[config.mk]
export PLATFORM = sky130hd
export DESIGN_NAME = terminal_element_literal_parser_top
export DESIGN_NICKNAME = d
export VERILOG_FILES = /design/src/rtl/telp_pkg.sv /design/src/rtl/terminal_element_literal_parser_top.sv
export SDC_FILE = /design/constraint.sdc
export NUM_CORES = 1
export LEC_CHECK = 0
export BUFFER_PORTS_ARGS = -buffer_cell sky130_fd_sc_hd__clkbuf_2
export CELL_PAD_IN_SITES_DETAIL_PLACEMENT = 2
export CELL_PAD_IN_SITES_GLOBAL_PLACEMENT = 2
export CORE_MARGIN = 5
export CORE_UTILIZATION = 35
export DETAILED_ROUTE_END_ITERATION = 12
export GPL_TIMING_DRIVEN = 0
export PLACE_DENSITY = 0.69
export SETUP_SLACK_MARGIN = 0.4
export SLEW_MARGIN = 5
export SYNTH_ARGS = -nofsm -noshare
export SYNTH_HDL_FRONTEND = slang
export SYNTH_SLANG_ARGS = --single-unit
[constraint.sdc]
create_clock -name aclk -period 28.9 [get_ports aclk]
set_input_delay 2.89 -clock aclk [delete_from_list [all_inputs] [get_ports aclk]]
set_output_delay 2.89 -clock aclk [all_outputs]
set_load 0.005 [all_outputs]
[src/rtl/telp_pkg.sv]
// ----------------------------------------------------------------------------
// telp_pkg
// Types, character codes and helper functions for the cell literal parser.
// ----------------------------------------------------------------------------
package telp_pkg;

    localparam int TDATA_W = 96;

    localparam logic [7:0] CH_BACKSLASH = 8'h5C;
    localparam logic [7:0] CH_PERCENT   = 8'h25;
    localparam logic [7:0] CH_GT        = 8'h3E;
    localparam logic [7:0] CH_LT        = 8'h3C;
    localparam logic [7:0] CH_MINUS     = 8'h2D;
    localparam logic [7:0] CH_PLUS      = 8'h2B;
    localparam logic [7:0] CH_ZERO      = 8'h30;

    localparam logic [7:0] ESC_CHARCODE = 8'h43;  // C
    localparam logic [7:0] ESC_CHARSET  = 8'h63;  // c
    localparam logic [7:0] ESC_INTEN    = 8'h69;  // i
    localparam logic [7:0] ESC_POL      = 8'h70;  // p
    localparam logic [7:0] ESC_UL       = 8'h75;  // u
    localparam logic [7:0] ESC_FG_LOW   = 8'h5B;  // [
    localparam logic [7:0] ESC_FG_HIGH  = 8'h3C;  // <
    localparam logic [7:0] ESC_FG_GREY  = 8'h7B;  // {
    localparam logic [7:0] ESC_FG_TRUE  = 8'h28;  // (
    localparam logic [7:0] ESC_BG_LOW   = 8'h5D;  // ]
    localparam logic [7:0] ESC_BG_HIGH  = 8'h3E;  // >
    localparam logic [7:0] ESC_BG_GREY  = 8'h7D;  // }
    localparam logic [7:0] ESC_BG_TRUE  = 8'h29;  // )
    localparam logic [7:0] ESC_UNICODE  = 8'h55;  // U
    localparam logic [7:0] ESC_RESET    = 8'h78;  // x

    localparam logic [23:0] GLYPH_SPACE   = 24'h000020;
    localparam logic [7:0]  CHARSET_RESET = 8'h42;

    localparam logic [2:0] KIND_DEFAULT = 3'd0;
    localparam logic [2:0] KIND_LOW     = 3'd1;
    localparam logic [2:0] KIND_HIGH    = 3'd2;
    localparam logic [2:0] KIND_GREY    = 3'd3;
    localparam logic [2:0] KIND_TRUE    = 3'd4;

    localparam logic [1:0] INTEN_NORMAL = 2'd0;
    localparam logic [1:0] INTEN_BOLD   = 2'd1;
    localparam logic [1:0] INTEN_FAINT  = 2'd2;

    // colour sub-steps
    localparam logic [3:0] SUB_LOW    = 4'd0;
    localparam logic [3:0] SUB_HIGH_R = 4'd1;
    localparam logic [3:0] SUB_HIGH_G = 4'd2;
    localparam logic [3:0] SUB_HIGH_B = 4'd3;
    localparam logic [3:0] SUB_GREY_0 = 4'd4;
    localparam logic [3:0] SUB_GREY_1 = 4'd5;
    localparam logic [3:0] SUB_TRUE_0 = 4'd6;
    localparam logic [3:0] SUB_TRUE_1 = 4'd7;
    localparam logic [3:0] SUB_TRUE_2 = 4'd8;
    localparam logic [3:0] SUB_TRUE_3 = 4'd9;
    localparam logic [3:0] SUB_TRUE_4 = 4'd10;

    typedef struct packed {
        logic [7:0]  cs_code;
        logic        cs_ext;
        logic [1:0]  intensity;
        logic        polarity;
        logic        underline;
        logic [2:0]  fg_kind;
        logic [23:0] fg_value;
        logic [2:0]  bg_kind;
        logic [23:0] bg_value;
    } attr_t;

    typedef struct packed {
        logic [23:0] glyph_bytes;
        logic        glyph_is_utf8;
        attr_t       attr;
    } cell_t;

    function automatic logic [3:0] hex_val(input logic [7:0] c);
        logic [7:0] t;
        begin
            hex_val = 4'd0;
            if (c >= 8'h30 && c <= 8'h39) begin
                t = c - 8'h30;
                hex_val = t[3:0];
            end else if (c >= 8'h61 && c <= 8'h66) begin
                t = c - 8'h57;
                hex_val = t[3:0];
            end else if (c >= 8'h41 && c <= 8'h46) begin
                t = c - 8'h37;
                hex_val = t[3:0];
            end
        end
    endfunction

    function automatic logic [23:0] utf8_encode(input logic [15:0] v);
        begin
            if (v <= 16'h007F) begin
                utf8_encode = {17'd0, v[6:0]};
            end else if (v <= 16'h07FF) begin
                utf8_encode = {8'd0, 2'b10, v[5:0], 3'b110, v[10:6]};
            end else begin
                utf8_encode = {2'b10, v[5:0], 2'b10, v[11:6], 4'b1110, v[15:12]};
            end
        end
    endfunction

endpackage

[src/rtl/terminal_element_literal_parser_top.sv]
// ----------------------------------------------------------------------------
// terminal_element_literal_parser_top
// Cell literal parser: characters in, attributed terminal cells out.
// ----------------------------------------------------------------------------
// The slave stream takes one character per request, s_tlast marking the final
// character of the literal. The master stream gives one cell per request when
// a glyph completes the cell or when the last character arrives; characters
// that only select or fill attributes give no cell.
// Each character is one state transition, so one request is taken per cycle
// while s_tready is high. A completed cell is registered in the main entry
// of a two-entry output register (main plus skid), or in the skid entry while
// a main cell waits, so the block keeps taking characters; s_tready drops only
// when both entries hold cells, and rises again once the receiver takes one.
// Reset (aresetn low, synchronous) empties the output, returns the parser
// to idle and sets default attributes with charset designator 'B'.
// Attributes and designator persist from cell to cell.
// ----------------------------------------------------------------------------
module terminal_element_literal_parser_top (
    input  logic                          aclk,
    input  logic                          aresetn,
    input  logic                          s_tvalid,
    output logic                          s_tready,
    input  logic [7:0]                    s_tdata,   // ch
    input  logic                          s_tlast,   // last_char
    output logic                          m_tvalid,
    input  logic                          m_tready,
    // glyph_bytes, charset_designator, charset_extended, intensity_out,
    // polarity_out, underline_out, fg_kind, fg_value, bg_kind, bg_value, zero pad
    output logic [telp_pkg::TDATA_W-1:0]  m_tdata,
    output logic                          m_tuser    // glyph_is_utf8
);
    import telp_pkg::*;

    typedef enum logic [3:0] {
        PH_IDLE, PH_ESC, PH_CC0, PH_CC1, PH_CC2, PH_CSET, PH_CSET_EXT,
        PH_INTEN, PH_POL, PH_UL, PH_COLOUR, PH_U0, PH_U1, PH_U2, PH_U3
    } phase_t;

    localparam attr_t ATTR_RESET = '{
        cs_code: CHARSET_RESET, cs_ext: 1'b0, intensity: INTEN_NORMAL,
        polarity: 1'b0, underline: 1'b0, fg_kind: KIND_DEFAULT, fg_value: 24'd0,
        bg_kind: KIND_DEFAULT, bg_value: 24'd0};

    phase_t      phase_reg, phase_next;
    attr_t       attr_reg, attr_next;
    logic        which_reg, which_next;
    logic [3:0]  sub_reg, sub_next;
    logic [7:0]  code_reg, code_next;
    logic [7:0]  red_reg, red_next;
    logic [7:0]  green_reg, green_next;
    logic [7:0]  blue_reg, blue_next;
    logic [7:0]  grey_reg, grey_next;
    logic [15:0] point_reg, point_next;

    cell_t       out_reg, skid_reg, cell_next;
    logic        out_valid_reg, skid_valid_reg;

    logic [7:0]  dec;
    logic [3:0]  hex;
    logic [7:0]  code_mul, grey_mul;
    logic [15:0] point_shift;
    logic        done, emit, accept, pop;
    logic        col_set;
    logic [2:0]  col_kind;
    logic [23:0] col_value;

    assign dec         = s_tdata - CH_ZERO;
    assign hex         = hex_val(s_tdata);
    assign code_mul    = {code_reg[4:0], 3'b000} + {code_reg[6:0], 1'b0};
    assign grey_mul    = {grey_reg[4:0], 3'b000} + {grey_reg[6:0], 1'b0};
    assign point_shift = {point_reg[11:0], hex};

    always_comb begin
        phase_next  = phase_reg;
        attr_next   = attr_reg;
        which_next  = which_reg;
        sub_next    = sub_reg;
        code_next   = code_reg;
        red_next    = red_reg;
        green_next  = green_reg;
        blue_next   = blue_reg;
        grey_next   = grey_reg;
        point_next  = point_reg;
        cell_next.glyph_bytes   = GLYPH_SPACE;
        cell_next.glyph_is_utf8 = 1'b0;
        done        = 1'b0;
        col_set     = 1'b0;
        col_kind    = KIND_DEFAULT;
        col_value   = 24'd0;
        case (phase_reg)
            PH_IDLE: begin
                if (s_tdata == CH_BACKSLASH) begin
                    phase_next = PH_ESC;
                end else begin
                    cell_next.glyph_bytes = {16'd0, s_tdata};
                    done = 1'b1;
                end
            end
            PH_ESC: begin
                phase_next = PH_IDLE;
                case (s_tdata)
                    ESC_CHARCODE: phase_next = PH_CC0;
                    ESC_CHARSET:  phase_next = PH_CSET;
                    ESC_INTEN:    phase_next = PH_INTEN;
                    ESC_POL:      phase_next = PH_POL;
                    ESC_UL:       phase_next = PH_UL;
                    ESC_FG_LOW: begin
                        phase_next = PH_COLOUR; which_next = 1'b0; sub_next = SUB_LOW;
                    end
                    ESC_FG_HIGH: begin
                        phase_next = PH_COLOUR; which_next = 1'b0; sub_next = SUB_HIGH_R;
                    end
                    ESC_FG_GREY: begin
                        phase_next = PH_COLOUR; which_next = 1'b0; sub_next = SUB_GREY_0;
                    end
                    ESC_FG_TRUE: begin
                        phase_next = PH_COLOUR; which_next = 1'b0; sub_next = SUB_TRUE_0;
                    end
                    ESC_BG_LOW: begin
                        phase_next = PH_COLOUR; which_next = 1'b1; sub_next = SUB_LOW;
                    end
                    ESC_BG_HIGH: begin
                        phase_next = PH_COLOUR; which_next = 1'b1; sub_next = SUB_HIGH_R;
                    end
                    ESC_BG_GREY: begin
                        phase_next = PH_COLOUR; which_next = 1'b1; sub_next = SUB_GREY_0;
                    end
                    ESC_BG_TRUE: begin
                        phase_next = PH_COLOUR; which_next = 1'b1; sub_next = SUB_TRUE_0;
                    end
                    ESC_UNICODE:  phase_next = PH_U0;
                    ESC_RESET: begin
                        attr_next.intensity = INTEN_NORMAL;
                        attr_next.polarity  = 1'b0;
                        attr_next.underline = 1'b0;
                        attr_next.fg_kind   = KIND_DEFAULT;
                        attr_next.fg_value  = 24'd0;
                        attr_next.bg_kind   = KIND_DEFAULT;
                        attr_next.bg_value  = 24'd0;
                    end
                    default: begin
                        cell_next.glyph_bytes = {16'd0, s_tdata};
                        done = 1'b1;
                    end
                endcase
            end
            PH_CC0: begin
                code_next  = dec;
                phase_next = PH_CC1;
            end
            PH_CC1: begin
                code_next  = code_mul + dec;
                phase_next = PH_CC2;
            end
            PH_CC2: begin
                code_next = code_mul + dec;
                cell_next.glyph_bytes = {16'd0, code_next};
                done = 1'b1;
            end
            PH_CSET: begin
                if (s_tdata == CH_PERCENT) begin
                    phase_next = PH_CSET_EXT;
                end else begin
                    attr_next.cs_code = s_tdata;
                    attr_next.cs_ext  = 1'b0;
                    phase_next = PH_IDLE;
                end
            end
            PH_CSET_EXT: begin
                attr_next.cs_code = s_tdata;
                attr_next.cs_ext  = 1'b1;
                phase_next = PH_IDLE;
            end
            PH_INTEN: begin
                attr_next.intensity = (s_tdata == CH_GT) ? INTEN_BOLD :
                                      (s_tdata == CH_LT) ? INTEN_FAINT : INTEN_NORMAL;
                phase_next = PH_IDLE;
            end
            PH_POL: begin
                attr_next.polarity = (s_tdata == CH_MINUS);
                phase_next = PH_IDLE;
            end
            PH_UL: begin
                attr_next.underline = (s_tdata == CH_PLUS);
                phase_next = PH_IDLE;
            end
            PH_COLOUR: begin
                sub_next = sub_reg + 4'd1;
                case (sub_reg)
                    SUB_LOW: begin
                        col_set = 1'b1; col_kind = KIND_LOW; col_value = {16'd0, dec};
                    end
                    SUB_HIGH_R: red_next = dec;
                    SUB_HIGH_G: green_next = dec;
                    SUB_HIGH_B: begin
                        col_set = 1'b1; col_kind = KIND_HIGH;
                        col_value = {red_reg, green_reg, dec};
                    end
                    SUB_GREY_0: grey_next = dec;
                    SUB_GREY_1: begin
                        col_set = 1'b1; col_kind = KIND_GREY;
                        col_value = {16'd0, grey_mul + dec};
                    end
                    SUB_TRUE_0: red_next = {hex, 4'd0};
                    SUB_TRUE_1: red_next = red_reg | {4'd0, hex};
                    SUB_TRUE_2: green_next = {hex, 4'd0};
                    SUB_TRUE_3: green_next = green_reg | {4'd0, hex};
                    SUB_TRUE_4: blue_next = {hex, 4'd0};
                    default: begin
                        blue_next = blue_reg | {4'd0, hex};
                        col_set = 1'b1; col_kind = KIND_TRUE;
                        col_value = {red_reg, green_reg, blue_next};
                    end
                endcase
                if (col_set) begin
                    phase_next = PH_IDLE;
                    if (which_reg) begin
                        attr_next.bg_kind  = col_kind;
                        attr_next.bg_value = col_value;
                    end else begin
                        attr_next.fg_kind  = col_kind;
                        attr_next.fg_value = col_value;
                    end
                end
            end
            PH_U0: begin
                point_next = {12'd0, hex};
                phase_next = PH_U1;
            end
            PH_U1: begin
                point_next = point_shift;
                phase_next = PH_U2;
            end
            PH_U2: begin
                point_next = point_shift;
                phase_next = PH_U3;
            end
            PH_U3: begin
                point_next = point_shift;
                cell_next.glyph_bytes   = utf8_encode(point_shift);
                cell_next.glyph_is_utf8 = 1'b1;
                done = 1'b1;
            end
            default: phase_next = PH_IDLE;
        endcase
        cell_next.attr = attr_next;
        emit = done || s_tlast;
    end

    assign s_tready = !skid_valid_reg;
    assign accept   = s_tvalid && s_tready;
    assign pop      = out_valid_reg && m_tready;

    always_ff @(posedge aclk) begin
        if (!aresetn) begin
            phase_reg      <= PH_IDLE;
            attr_reg       <= ATTR_RESET;
            out_valid_reg  <= 1'b0;
            skid_valid_reg <= 1'b0;
        end else begin
            if (accept) begin
                phase_reg <= emit ? PH_IDLE : phase_next;
                attr_reg  <= attr_next;
                which_reg <= which_next;
                sub_reg   <= sub_next;
                code_reg  <= code_next;
                red_reg   <= red_next;
                green_reg <= green_next;
                blue_reg  <= blue_next;
                grey_reg  <= grey_next;
                point_reg <= point_next;
            end
            if (skid_valid_reg) begin
                if (pop) begin
                    out_reg        <= skid_reg;
                    skid_valid_reg <= 1'b0;
                end
            end else if (accept && emit) begin
                if (!out_valid_reg || pop) begin
                    out_reg       <= cell_next;
                    out_valid_reg <= 1'b1;
                end else begin
                    skid_reg       <= cell_next;
                    skid_valid_reg <= 1'b1;
                end
            end else if (pop) begin
                out_valid_reg <= 1'b0;
            end
        end
    end

    assign m_tvalid = out_valid_reg;
    assign m_tuser  = out_reg.glyph_is_utf8;
    assign m_tdata  = {5'd0,
                       out_reg.attr.bg_value, out_reg.attr.bg_kind,
                       out_reg.attr.fg_value, out_reg.attr.fg_kind,
                       out_reg.attr.underline, out_reg.attr.polarity,
                       out_reg.attr.intensity, out_reg.attr.cs_ext,
                       out_reg.attr.cs_code, out_reg.glyph_bytes};

endmodule

==> reports/metrics.cfg <==
[status]
status = finished, final reports clean

[power]
switchingPower_uw = 253
peakVddDrop_uv = 41.5
p_clk_share_pct = 45.2
internal_power_uw = 815
p_per_area_nw_per_um2 = 60.5
combPwrFrac_pct = 8.4
leakage_nw = 6.55
swShare_pct = 23.7
pwr-share-seq_pct = 46.4

[clock_network]
path_clk_slew_ns = 0.07
cts_setup_buffers = 0
cts_sinks = 308
cts_tree = built
hold_buffers = 0
clkLatencyLatePin_ns = 0.55
cts_max_path_buffers = 3
cts-buffers-inserted = 36
cts_resized = 0
cts_root_buf = clkbuf_16
htree_num_levels = 2

[cells_and_area]
final.fill_count = 4455
seq_area_um2 = 8520
multi_input_area_um2 = 5930
drive_gt1_share_pct = 22.3
finalNetCount = 1495
largest_reg_flops = 90
final_cells = 2022
syn2layout_area_growth_pct = 17.4

[synth]
yosysWarningCount = 0
synth_xor_area_share_pct = 0.991
ys_seq_area_share_pct = 56.7
synth_compound_area_share_pct = 18.0
synth_top_area_share_pct = 47.0
synth_top_cell_by_area = edfxtp_1
synth-edff-count = 235
synth_ff_type = edfxtp_1
synthAdderAreaFrac_pct = 3.50
syn_inst = 1290
ys_seq_elements = 308
syn_area_um2 = 15000
yosysMostFrequentCell = edfxtp_1
avgSynthCellArea_um2 = 11.6
muxShareOfSynthArea_pct = 5.56
ys_top_cells_by_area = edfxtp_1 (47%), dfxtp_1 (9.7%), mux2_2 (5.1%), o21ai_0 (3.1%), nand2_1 (2.8%)
synth_top_family_by_area = compound AO/OA/AOI/OAI gates
yosysUniqueCellTypes = 88
synth-async-reset-ratio_pct = 0
yosys-top-cells-count = edfxtp_1 (235), nand2_1 (111), o21ai_0 (92)
synth-simple-area-share_pct = 11.0

[route]
routed_via_density = 5.56
vias = 11200
finalWirelength_mm = 51.1
drc = 0
ant_nets = 0
first_pass_iters = 5
drtIter0Drc = 499
wire_per_inst_um = 25.3

[placement]
routabilityCongestion = 0.928
dpl.hpwl_mm = 38.0
dp.cells = 1954
port_buffers = 101

[global_routing]
grt_pass1_vias = 12300
overflow = 0
grt_max_degree = 31
gr-usage-all-layers_pct = 21.4
antenna_found_initial = 0
grt_pass1_wl_mm = 77.8

[worst_setup_path]
rr_startpoint = phase_reg[1]
cp_max_fo = 12
cp-startpoint = s_tdata[4]
critPathLaunchType = input pin
crit_arrival_ns = 8.04
worstPathRequired_ns = 29.19
crit_type = in -> reg
critPathCaptureType = register

[hold_path]
holdCritPathClass = reg -> reg
hp-start = attr_reg[33]

[die]
row_count = 76
die_w_um = 217
die_y_um = 217
start_util_pct = 35.1
pin_count = 112
dieArea_um2 = 47200
core_um2 = 42800

[timing]
rsz0062_at_grt = false
hold_viol = 0
max_freq_mhz = 129
fin_crit_sh_pct = 26.8
worst_pin_slew_ns = 1.35
min_period_ns = 7.75
slew_headroom_pct = 9.00
drv_slew = 0
setup_tns_ns = 0
fin_worst_skew_ns = 0.0181
setup_violations = 0

[job]
maxCapViolCount = 0

## layer usage
| layer | vias up | wire length, µm | GRT usage [%] |
|---|---|---|---|
| li1 | 5145 | - | - |
| met1 | 5812 | 21900 | 27.0 |
| met2 | 209 | 25900 | 38.3 |
| met3 | 74 | 1790 | 3.03 |
| met4 | 0 | 1450 | 6.72 |
| met5 | - | 0 | 0 |
## worst paths after layout
path	end	slack (ns)	cells past startpoint
worst max-delay path	skid_reg[59]	21.15	14
worst min register to register	attr_reg[33]	0.47	2
worst min-delay path	attr_reg[33]	0.47	2
worst max register to register	skid_reg[59]	24.55	10
## stage by stage
| stage | util [%] | hold WS (ns) | setup WS [ns] | cell area [µm²] | power [mW] |
|---|---|---|---|---|---|
| floorplan | - | 0.425 | 17.40 | 15000 | 0.558 |
| detailed placement | 38.3 | 0.461 | 20.73 | 16400 | 0.595 |
| CTS | 41.2 | 0.469 | 21.29 | 17600 | 1.08 |
| global placement | 37.9 | 0.439 | 12.94 | 16200 | 0.594 |
| finish | 41.2 | 0.468 | 21.15 | 17600 | 1.07 |
| global route | 41.2 | 0.497 | 21.01 | 17600 | 1.11 |
## power by group through the flow
stage	Combinational (mW)	Clock [mW]	Sequential (mW)
floorplan	0.0505	0	0.507
global placement	0.0855	0	0.508
detailed placement	0.0902	0	0.505
CTS	0.0912	0.495	0.496
global route	0.0974	0.517	0.497
finish	0.0894	0.483	0.496
## cells in the final DEF, fill, tap and decap left out, drive strengths merged, types with 9 or more instances in the layout
master and count:
edfxtp 235, clkbuf 202, nand2 111, o21ai 100, dfxtp 73, nor2 72
mux2 68, inv 56, a21oi 49, buf 48, a22o 46, ha 26
and2 25, o21ba 24, a32o 23, nand3 22, nor2b 19, o31ai 17
nor3 15, clkinv 15, o22ai 14, a31oi 13, xnor2 12, nand2b 12
a211oi 11, fa 10, or2 9, o21a 9
## critical path: stages
cell and delay [ns]:
clkbuf_2 0.12, clkbuf_1 0.34, inv_1 0.44, ha_1 0.33, nor3b_2 0.60, o211ai_1 0.38, and3_1 0.30, a41o_1 0.36
nor4_1 1.06, nor3_2 0.36, buf_4 0.32, buf_6 0.16, buf_6 0.15, buf_4 0.20
## layout make-up
class / instances / share of cell area, %
flip-flops and latches: 308 / 48.3
multi-input cells: 841 / 33.6
clock buffers: 48 / 5.94
well taps: 546 / 3.87
repair buffers: 112 / 3.59
plain buffers: 90 / 2.36
inverters: 57 / 1.21
clock inverters: 18 / 1.12
diodes: 2 / 0.0284
## cell families after synthesis
group                    count (synthesis)
XOR/XNOR                                17
multiplexers                            75
AND/OR/NAND/NOR                        333
flip-flops                             308
adder cells (fa/ha/maj)                 36
buffers and inverters                  147
other                                    1
AO/OA/AOI/OAI                          373
Note: power is estimated with default switching activity, not from simulation.
